$ cat src/rtl/core/ctlt_pkg.sv
// ============================================================================
// ctlt_pkg
// Shared types and constants for the command line tokenizer.
// ============================================================================
package ctlt_pkg;

   localparam int unsigned MAX_ARG_LEN = 64;
   localparam int unsigned MAX_ARGS    = 16;
   localparam int unsigned NAME_LEN    = 32;

   localparam logic [7:0] CH_END   = 8'h00;
   localparam logic [7:0] CH_SPACE = 8'h20;
   localparam logic [7:0] CH_QUOTE = 8'h22;

   // Limits in the widths of the counters that they are compared with.
   localparam logic [5:0] NAME_KEEP = 6'(NAME_LEN - 1);
   localparam logic [5:0] ARG_KEEP  = 6'(MAX_ARG_LEN - 1);
   localparam logic [4:0] ARG_LIMIT = 5'(MAX_ARGS);

   typedef enum logic [1:0] {
      PH_NAME = 2'd0,
      PH_GAP  = 2'd1,
      PH_ARG  = 2'd2
   } phase_type;

   typedef enum logic [2:0] {
      K_NAME_CHAR = 3'd0,
      K_NAME_END  = 3'd1,
      K_ARG_CHAR  = 3'd2,
      K_ARG_END   = 3'd3,
      K_DONE      = 3'd4
   } kind_type;

   // Parser state carried from one character to the next.
   typedef struct packed {
      phase_type  phase;
      logic       quote_open;
      logic       dropping;
      logic [5:0] char_count;
      logic [4:0] arg_number;
      logic       overflowed;
   } parse_state_type;

   // One result item.
   typedef struct packed {
      kind_type   out_kind;
      logic [3:0] arg_index;
      logic [5:0] position;
      logic [7:0] out_char;
      logic       missing_quote;
      logic [4:0] arg_count;
      logic       too_many;
      logic       last;
   } result_type;

   localparam parse_state_type STATE_CLEAR = '{
      phase:      PH_NAME,
      quote_open: 1'b0,
      dropping:   1'b0,
      char_count: 6'd0,
      arg_number: 5'd0,
      overflowed: 1'b0
   };

endpackage

$ cat src/rtl/core/command_line_tokenizer.sv
// ============================================================================
// command_line_tokenizer
// Splits a command line, one character per item, into name and arguments.
// ============================================================================
// Usage:
// The request channel (req_valid, req_ready, req_ch) takes one character
// per item; a zero character ends the line. The response channel gives
// name characters, the name end, argument characters, argument ends and a
// final line-done item, each with rsp_last set on the final item caused by
// one character. A character causes zero, one or two items.
// The first item caused by an accepted character passes the input register
// and then the result queue before it appears.
// Throughput: one character per cycle while each causes at most one
// item and the receiver takes items; the four-entry result queue drains
// one item per cycle, so the two items of one character leave in turn.
// A stalled receiver fills the queue, after which req_ready drops once
// fewer than two free entries remain.
// Reset (synchronous, active high) empties the queue and the input
// register and returns the parser to the start of a command name.
// ============================================================================
module command_line_tokenizer (
   input  logic       clock,
   input  logic       reset,
   input  logic       req_valid,
   output logic       req_ready,
   input  logic [7:0] req_ch,
   output logic       rsp_valid,
   input  logic       rsp_ready,
   output logic [2:0] rsp_out_kind,
   output logic [3:0] rsp_arg_index,
   output logic [5:0] rsp_position,
   output logic [7:0] rsp_out_char,
   output logic       rsp_missing_quote,
   output logic [4:0] rsp_arg_count,
   output logic       rsp_too_many,
   output logic       rsp_last
);

   // Input register.
   logic       in_valid_ff, in_valid_in;
   logic [7:0] ch_ff;

   // Parser state, updated when a character is processed.
   ctlt_pkg::parse_state_type state_ff, state_in, state_nxt;

   ctlt_pkg::result_type result0, result1, rsp_item;
   logic [1:0]           result_num;
   logic                 room_two;
   logic                 step_go;
   logic                 req_take;

   // The held character is processed once the queue can take both of
   // its possible items; the input register refills in the same cycle.
   assign step_go   = in_valid_ff && room_two;
   assign req_ready = !in_valid_ff || step_go;
   assign req_take  = req_valid && req_ready;

   always_comb begin
      in_valid_in = req_take ? 1'b1 : (in_valid_ff && !step_go);
      state_in    = step_go ? state_nxt : state_ff;
   end

   always_ff @(posedge clock) begin
      if (reset) begin
         in_valid_ff <= 1'b0;
         state_ff    <= ctlt_pkg::STATE_CLEAR;
      end else begin
         in_valid_ff <= in_valid_in;
         state_ff    <= state_in;
      end
   end

   always_ff @(posedge clock) begin
      if (req_take) begin
         ch_ff <= req_ch;
      end
   end

   ctlt_step u_step (
      .ch         (ch_ff),
      .state_cur  (state_ff),
      .state_nxt  (state_nxt),
      .result0    (result0),
      .result1    (result1),
      .result_num (result_num)
   );

   ctlt_rsp_queue u_queue (
      .clock     (clock),
      .reset     (reset),
      .push_num  (step_go ? result_num : 2'd0),
      .push0     (result0),
      .push1     (result1),
      .room_two  (room_two),
      .out_valid (rsp_valid),
      .out_ready (rsp_ready),
      .out_item  (rsp_item)
   );

   assign rsp_out_kind      = rsp_item.out_kind;
   assign rsp_arg_index     = rsp_item.arg_index;
   assign rsp_position      = rsp_item.position;
   assign rsp_out_char      = rsp_item.out_char;
   assign rsp_missing_quote = rsp_item.missing_quote;
   assign rsp_arg_count     = rsp_item.arg_count;
   assign rsp_too_many      = rsp_item.too_many;
   assign rsp_last          = rsp_item.last;

endmodule

$ cat src/rtl/core/ctlt_step.sv
// ============================================================================
// ctlt_step
// Combinational parse of one character: next state and up to two results.
// ============================================================================
module ctlt_step (
   input  logic [7:0]                ch,
   input  ctlt_pkg::parse_state_type state_cur,
   output ctlt_pkg::parse_state_type state_nxt,
   output ctlt_pkg::result_type      result0,
   output ctlt_pkg::result_type      result1,
   output logic [1:0]                result_num
);

   always_comb begin
      ctlt_pkg::parse_state_type st;
      ctlt_pkg::result_type      res [2];
      logic [1:0]                n;
      logic                      end_now;
      logic                      end_mq;
      logic                      live;
      logic                      is_end;

      st      = state_cur;
      res[0]  = '0;
      res[1]  = '0;
      n       = 2'd0;
      end_now = 1'b0;
      end_mq  = 1'b0;
      is_end  = (ch == ctlt_pkg::CH_END);

      if (st.phase == ctlt_pkg::PH_NAME) begin
         if (is_end || ch == ctlt_pkg::CH_SPACE) begin
            res[0].out_kind = ctlt_pkg::K_NAME_END;
            res[0].position = st.char_count;
            n = 2'd1;
            if (!is_end) begin
               st.phase      = ctlt_pkg::PH_GAP;
               st.char_count = 6'd0;
            end
         end else if (st.char_count < ctlt_pkg::NAME_KEEP) begin
            res[0].out_kind = ctlt_pkg::K_NAME_CHAR;
            res[0].position = st.char_count;
            res[0].out_char = ch;
            n = 2'd1;
            st.char_count = st.char_count + 6'd1;
         end
      end else if (st.phase == ctlt_pkg::PH_GAP) begin
         if (!is_end && ch != ctlt_pkg::CH_SPACE) begin
            st.phase      = ctlt_pkg::PH_ARG;
            st.quote_open = 1'b0;
            st.dropping   = 1'b0;
            st.char_count = 6'd0;
            if (st.arg_number >= ctlt_pkg::ARG_LIMIT) begin
               st.overflowed = 1'b1;
            end
         end
      end

      live = (st.arg_number < ctlt_pkg::ARG_LIMIT);

      if (st.phase == ctlt_pkg::PH_ARG) begin
         if (is_end) begin
            end_now = 1'b1;
            end_mq  = st.quote_open;
         end else if (st.dropping) begin
            if (ch == ctlt_pkg::CH_SPACE && !st.quote_open) begin
               end_now = 1'b1;
            end else if (ch == ctlt_pkg::CH_QUOTE && st.quote_open) begin
               st.quote_open = 1'b0;
               st.dropping   = 1'b0;
            end
         end else if (ch == ctlt_pkg::CH_QUOTE) begin
            st.quote_open = !st.quote_open;
            end_now       = !st.quote_open;
         end else if (ch == ctlt_pkg::CH_SPACE && !st.quote_open) begin
            end_now = 1'b1;
         end else if (st.char_count >= ctlt_pkg::ARG_KEEP) begin
            st.dropping = 1'b1;
         end else begin
            if (live) begin
               res[0].out_kind  = ctlt_pkg::K_ARG_CHAR;
               res[0].arg_index = st.arg_number[3:0];
               res[0].position  = st.char_count;
               res[0].out_char  = ch;
               n = 2'd1;
            end
            st.char_count = st.char_count + 6'd1;
         end
      end

      // Argument end; an argument beyond the kept number ends silently.
      if (end_now) begin
         if (live) begin
            res[0].out_kind      = ctlt_pkg::K_ARG_END;
            res[0].arg_index     = st.arg_number[3:0];
            res[0].position      = st.char_count;
            res[0].missing_quote = end_mq;
            n = 2'd1;
            st.arg_number = st.arg_number + 5'd1;
         end
         st.phase      = ctlt_pkg::PH_GAP;
         st.quote_open = 1'b0;
         st.dropping   = 1'b0;
         st.char_count = 6'd0;
      end

      if (is_end) begin
         res[n[0]]           = '0;
         res[n[0]].out_kind  = ctlt_pkg::K_DONE;
         res[n[0]].arg_count = st.arg_number;
         res[n[0]].too_many  = st.overflowed;
         n  = n + 2'd1;
         st = ctlt_pkg::STATE_CLEAR;
      end

      if (n == 2'd2) begin
         res[1].last = 1'b1;
      end else if (n == 2'd1) begin
         res[0].last = 1'b1;
      end

      state_nxt  = st;
      result0    = res[0];
      result1    = res[1];
      result_num = n;
   end

endmodule

$ cat src/rtl/core/ctlt_rsp_queue.sv
// ============================================================================
// ctlt_rsp_queue
// Four-entry result queue taking up to two items per cycle, giving one.
// ============================================================================
module ctlt_rsp_queue (
   input  logic                 clock,
   input  logic                 reset,
   input  logic [1:0]           push_num,
   input  ctlt_pkg::result_type push0,
   input  ctlt_pkg::result_type push1,
   output logic                 room_two,
   output logic                 out_valid,
   input  logic                 out_ready,
   output ctlt_pkg::result_type out_item
);

   ctlt_pkg::result_type entry_ff [4];
   logic [1:0] wr_ptr_ff, wr_ptr_in;
   logic [1:0] rd_ptr_ff, rd_ptr_in;
   logic [2:0] count_ff, count_in;
   logic       pop;

   assign out_valid = (count_ff != 3'd0);
   assign out_item  = entry_ff[rd_ptr_ff];
   assign room_two  = (count_ff <= 3'd2);
   assign pop       = out_valid && out_ready;

   always_comb begin
      wr_ptr_in = wr_ptr_ff + push_num;
      rd_ptr_in = rd_ptr_ff + {1'b0, pop};
      count_in  = count_ff + {1'b0, push_num} - {2'b00, pop};
   end

   always_ff @(posedge clock) begin
      if (reset) begin
         wr_ptr_ff <= 2'd0;
         rd_ptr_ff <= 2'd0;
         count_ff  <= 3'd0;
      end else begin
         wr_ptr_ff <= wr_ptr_in;
         rd_ptr_ff <= rd_ptr_in;
         count_ff  <= count_in;
      end
   end

   always_ff @(posedge clock) begin
      if (push_num != 2'd0) begin
         entry_ff[wr_ptr_ff] <= push0;
      end
      if (push_num == 2'd2) begin
         entry_ff[wr_ptr_ff + 2'd1] <= push1;
      end
   end

endmodule

$ cat config.mk
export PLATFORM = sky130hd
export DESIGN_NAME = command_line_tokenizer
export DESIGN_NICKNAME = d
export VERILOG_FILES = /design/src/rtl/core/ctlt_pkg.sv /design/src/rtl/core/command_line_tokenizer.sv /design/src/rtl/core/ctlt_step.sv /design/src/rtl/core/ctlt_rsp_queue.sv
export SDC_FILE = /design/constraint.sdc
export NUM_CORES = 1
export LEC_CHECK = 0
export BUFFER_PORTS_ARGS = -buffer_cell sky130_fd_sc_hd__buf_2
export CORE_MARGIN = 2
export CORE_UTILIZATION = 55
export DETAILED_ROUTE_END_ITERATION = 8
export PLACE_DENSITY = 0.81
export SYNTH_ARGS = -nofsm -noshare
export SYNTH_HDL_FRONTEND = slang
export SYNTH_SLANG_ARGS = --single-unit
$ cat constraint.sdc
create_clock -name clock -period 5.2 [get_ports clock]
set_clock_uncertainty 0.15 [all_clocks]
set_input_delay 0.78 -clock clock [delete_from_list [all_inputs] [get_ports clock]]
set_output_delay 0.78 -clock clock [all_outputs]
set_load 0.01 [all_outputs]
==> results of run 1 <==
==> cells in the mapped netlist (11+ instances only) <==
cell type | number | share of area (%)
nand2_1 | 40 | 2.0
dfxtp_1 | 24 | 6.3
mux4_2 | 29 | 8.5
a21oi_1 | 30 | 2.0
nand3_1 | 15 | 0.98
and2_1 | 27 | 2.2
o21ai_0 | 15 | 0.98
and3_1 | 15 | 1.2
nor2_1 | 101 | 4.9
clkbuf_1 | 26 | 1.3
nand4_1 | 11 | 0.90
edfxtp_1 | 124 | 49
ha_1 | 14 | 2.3
inv_1 | 11 | 0.54
==> power by group <==
group          leakage, nW  internal, W  switching (W)
clock                0.264     0.000654       0.000481
sequential            1.28      0.00139      0.0000981
combinational         1.50     0.000382       0.000457
total                 3.05      0.00242        0.00104
==> worst min-delay path: stages (launching register included) <==
cell and delay (ps):
dfxtp_2 370, nand2_1 60, o21ai_1 50
==> metal layers <==
| layer | vias up | share of wire, % | track usage [%] |
|---|---|---|---|
| met3 | 41 | 7.7 | 5.34 |
| met1 | 2870 | 40 | 39.6 |
| li1 | 2554 | - | - |
| met5 | - | 0 | 0 |
| met2 | 294 | 50 | 48.4 |
| met4 | 0 | 2.1 | 9.27 |
==> registers in the layout (all words and copies together) (netlist names) <==
name,flops
u_queue.count_ff,3
in_valid_ff,1
state_ff,16
u_queue.rd_ptr_ff,2
u_queue.wr_ptr_ff,2
ch_ff,8
u_queue.entry_ff,116
==> area by class of cell <==
cell class                 instances  area share, %
sequential                       148           48.0
multi-input combinational        445           37.5
timing repair buffer              74           5.14
clock buffer                      19           4.94
tap                              180           2.57
clock inverter                    13           1.23
inverter                          12          0.514
==> per-stage QoR <==
step                      hold WS [ps]  util, %
after floorplan                    324        -
after global placement             374     59.5
after detailed placement           385     59.5
after CTS                          365     63.5
after global routing               372     63.6
final                              374     63.6
==> worst max path at each step <==
stage / startpoint / slack, ps / endpoint / cells past startpoint
after floorplan: state_ff[6] / 90 / u_queue.entry_ff[1][0] / 16
after global placement: state_ff[7] / 280 / u_queue.count_ff[2] / 19
after detailed placement: ch_ff[0] / 260 / u_queue.count_ff[2] / 19
after CTS: ch_ff[0] / 250 / u_queue.count_ff[2] / 19
after global routing: ch_ff[0] / 70 / u_queue.count_ff[2] / 19
final: ch_ff[0] / 380 / u_queue.entry_ff[0][2] / 17
==> timing repair <==
action	in CTS	in global routing
setup buffers	0	2
endpoints found under the hold margin	0	0
endpoints found under the setup margin	0	8
resized for setup	0	2
==> cells in the final DEF (no fill, tap or decap), types with 4 or more instances in the layout <==
master,count
a211oi_1,8
ha_1,14
nor3_1,10
nor2_1,100
nand4_1,11
nand3_1,15
o211ai_1,7
inv_1,11
or3_1,5
a21oi_1,28
o21ai_1,5
mux4_2,29
buf_4,32
dfxtp_1,21
mux2i_1,6
nand2b_1,8
buf_2,42
mux2_2,5
clkinv_1,4
xnor2_1,8
o21ai_0,15
a221oi_1,5
edfxtp_1,124
and2_1,27
nor4_1,6
nor2b_1,8
and3_1,15
nand2_1,40
a21oi_2,4
clkbuf_16,17
==> cells by family (layout without fill, tap and decap cells) <==
logic type / count (synthesis) / count (layout) / synth area share (%)
buf+inv: 48 / 118 / 2.62
fa+ha+maj: 15 / 15 / 2.54
mux: 40 / 40 / 10.0
xor+xnor: 8 / 8 / 0.913
compound gates: 116 / 116 / 11.6
simple gates: 266 / 266 / 17.5
flops: 148 / 148 / 54.8
==> flow_summary.toml, run 1 <==
[outcome]
status = "complete, no violations"

[clock_network]
numCtsBuffers = 17
holdBufCountCts = 0
htreeDepth = 4
clk_latency_ps = 430
cts.path.max_buffers = 2
cts-root-buf = "clkbuf_16"
path_clk_slew_ps = 60
cts_tree = "yes"
cts.sinks = 148

[layout]
final_cell_area_um2 = 8760
diodes = 0
nNetsFinal = 725
final-seq-area_um2 = 4210
final_cell_count_no_fill = 891
multi_input_area_um2 = 3290
nFillCells = 1054
syn2layout_area_growth_pct = 14.1
drive_gt1_share_pct = 23.6

[place]
placed_cells = 857
place_hpwl_um = 14200
port_buffers = 42
placed_area_um2 = 8200
pre_cts_ws_ps = 261
gp_congestion = 0.935

[worst_setup_path]
required_ps = 5310
reg2reg_from = "ch_ff[0]"
reg2regPathDepth = 17
reg2reg_to = "u_queue.entry_ff[0][2]"
worstPathCellList = "nor4_4, buf_4, a21boi_2, buf_4, o41a_1, nor2_4, nand2_1, nand2_2, nor2_1, ha_1, and3_1, and4_1, buf_4, nor2_1, a221oi_1, nand3_1, nor3_1"
critPathTopFamily = "simple AND/OR/NAND/NOR gates"
cp_slowest_stage_delay_ps = 470
cp_common_cell = "buf_4"
critPathArrivalTime_ps = 4930
r2r_slack_ps = 380
critPathCaptureType = "register"
critPathKind = "register to register"
slowest_stage = "edfxtp_1"
cp_max_fo = 17
worst-path-buf-inv = 3
startpoint_type = "register"

[logic_synthesis]
ys_ff_latch = 148
synthesis.area_um2 = 7680
synth_edf_count = 124
synth_flop_cell = "edfxtp_1"
yosysWarningCount = 0
synth.distinct_cells = 73
synthesis.nets = 668
synth_area_per_cell_um2 = 12.0
synth_async_sr_flop_share_pct = 0
ys_seq_area_share_pct = 54.8
synthCells = 641

[global_route]
grt_pass1_wl_um = 32000
gr-total-overflow = 0
antenna_found_initial = 0
grt_pass1_vias = 5600
grt_max_degree = 31
grt_usage_pct = 29.3

[floorplan]
coreArea_um2 = 13800
std_cell_rows = 43
die_w_um = 122
initial_core_util_pct = 55.7
die_h_um = 122
io_pins = 43
dieArea_um2 = 14900

[route]
drtIter0Drc = 809
wire_per_inst_um = 23.2
ant_nets = 0
avgViaCountPerCell = 6.46
routed_wl_um = 20700
first_pass_iters = 9
post-route-drc-count = 0
route.vias.total = 5759

[sta]
max_freq_mhz = 207
fin_ws_ps = 376
hold_violations = 0
finalSetupTns_ps = 0
setup_violations = 0
period_minus_slack_ps = 4820
drv_slew = 0
final.period_utilization_pct = 92.8
relSlewSlack_pct = 30.9
rsz0062_at_grt = "no"
tightest_slew_ps = 1030

[hold_path]
holdCritStartpoint = "state_ff[7]"
holdPathEnd = "state_ff[7]"
hold_class = "register to register"
hold_depth = 2

[job]
maxCapViolCount = 0

[power]
p_total_w = 0.00346
power.static_leakage_nw = 3.05
powerDensity_nw_per_um2 = 395
vdd_drop_max_uv = 210
No activity file was read; power rests on OpenSTA's default activity.
==> run 2, diff against run 1 <==
--- a/config.mk
+++ b/config.mk
@@ -7,9 +7,11 @@
 export LEC_CHECK = 0
 export BUFFER_PORTS_ARGS = -buffer_cell sky130_fd_sc_hd__buf_2
 export CORE_MARGIN = 2
-export CORE_UTILIZATION = 55
+export CORE_UTILIZATION = 57
+export CTS_BUF_LIST = sky130_fd_sc_hd__clkbuf_4
 export DETAILED_ROUTE_END_ITERATION = 8
-export PLACE_DENSITY = 0.81
+export MAX_ROUTING_LAYER = met4
+export PLACE_DENSITY = 0.83
 export SYNTH_ARGS = -nofsm -noshare
 export SYNTH_HDL_FRONTEND = slang
 export SYNTH_SLANG_ARGS = --single-unit
==> flow_summary.toml, run 2 (synthesized netlist as in run 1, its figures left out) <==
[outcome]
status = "complete, no violations"

[sta]
tightest_slew_ps = 1050
max_freq_mhz = 204
hold_violations = 0
rsz0062_at_grt = "no"
drv_slew = 0
finalSetupTns_ps = 0
period_minus_slack_ps = 4900
final.period_utilization_pct = 94.2
setup_violations = 0
relSlewSlack_pct = 29.8

[route]
drtIter0Drc = 646
routed_wl_um = 20100
post-route-drc-count = 0
route.vias.total = 5718
ant_nets = 0
first_pass_iters = 5
wire_per_inst_um = 22.8
avgViaCountPerCell = 6.48

[worst_setup_path]
slowest_stage = "or4_4"
cp_max_fo = 13
critPathCaptureType = "register"
critPathTopFamily = "simple AND/OR/NAND/NOR gates"
cp_common_cell = "ha_1"
critPathKind = "register to register"
critPathArrivalTime_ps = 5200
cp_slowest_stage_delay_ps = 610
worst-path-buf-inv = 2
worstPathCellList = "or4_4, o21ai_1, a22oi_1, nor2_2, ha_1, o31ai_4, o211ai_4, nand2_2, nor2_1, ha_1, or3_1, ha_1, inv_1, ha_1, inv_1, fa_1, xnor2_1, xnor2_1, nor2_1"
startpoint_type = "register"
required_ps = 5500

[layout]
drive_gt1_share_pct = 24.2
largest_reg_flops = 116
nNetsFinal = 721
final_cell_mix = "124 x edfxtp_1, 99 x nor2_1, 42 x buf_2, 40 x nand2_1, 29 x mux4_2"
largest_register = "u_queue.entry_ff"
reg.largest.list = "u_queue.entry_ff x116, state_ff x16, ch_ff x8"
syn2layout_area_growth_pct = 11.0
diodes = 0
layout_commonest_cell = "edfxtp_1"

[clock_network]
cts.path.max_buffers = 2
cts-root-buf = "clkbuf_4"
cts_tree = "yes"
cts.sinks = 148
htreeDepth = 4
cts_setup_buffers = 0
clk_latency_ps = 570
numCtsBuffers = 17
path_clk_slew_ps = 130

[power]
sw_frac_of_total_pct = 31.8
p_switching_w = 0.000985
vdd_drop_max_uv = 151
p_seq_share_pct = 46.2
clockPowerShare_pct = 25.6
powerDensity_nw_per_um2 = 364
p_total_w = 0.00310
power.static_leakage_nw = 2.93
combPwrFrac_pct = 28.2
power.internal_w = 0.00211

[floorplan]
io_pins = 43
std_cell_rows = 42
dieArea_um2 = 14400
coreArea_um2 = 13200
die_h_um = 120
die_w_um = 120
initial_core_util_pct = 58.2

[place]
port_buffers = 42
place_hpwl_um = 13700
gp_congestion = 1.01

[hold_path]
hold_class = "input pin to register"

[global_route]
gr-total-overflow = 0
grt_pass1_wl_um = 32300
antenna_found_initial = 0
grt_usage_pct = 30.8
grt_pass1_vias = 5688
grt_max_degree = 31

[job]
maxCapViolCount = 0
-- run 2: per-stage QoR --
stage	instances	worst slack (ps)	hold slack [ps]	instance area (um^2)	util (%)
4_1_cts	883	180	193	8490	64.4
2_1_floorplan	641	93.3	324	7680	-
6_report	883	303	228	8520	64.6
5_1_grt	883	25.8	198	8520	64.6
3_3_place_gp	851	422	373	8180	62.0
3_5_place_dp	851	220	377	8180	62.0
-- run 2: final timing paths --
path / startpoint / to / slack, ps / depth (start not counted)
setup reg to reg: ch_ff[0] / u_queue.count_ff[2] / 300 / 19
hold / removal: req_ch[1] / ch_ff[1] / 230 / 1
hold reg to reg: state_ff[6] / state_ff[6] / 400 / 2
setup / recovery: ch_ff[0] / u_queue.count_ff[2] / 300 / 19
-- run 2: area by class of cell --
type | count | area, um^2
Clock buffer | 19 | 143
Clock inverter | 13 | 171
Fill cell | 987 | 4670
Inverter | 12 | 45.0
Multi-Input combinational cell | 445 | 3310
Sequential cell | 148 | 4210
Tap cell | 176 | 220
Timing Repair Buffer | 70 | 420
-- run 2: what timing repair did --
action                     4_1_cts  5_1_grt
hold buffers                     0        0
setup endpoints to repair        0       15
gates resized for setup          0        6
-- run 2: routing by layer --
layer	global-route usage, %	vias to the layer above	wire length, um
met5	-	-	0
met4	8.97	0	325
met3	5.85	38	1330
met2	47.8	265	10000
met1	41.8	2877	8480
li1	-	2538	-
-- run 2: power by group through the flow --
stage               clock network [W]  registers, W  logic [W]
floorplan                           0       0.00144   0.000607
global placement                    0       0.00145   0.000841
detailed placement                  0       0.00146   0.000864
CTS                          0.000797       0.00143   0.000875
global route                 0.000843       0.00144   0.000949
finish                       0.000792       0.00143   0.000874
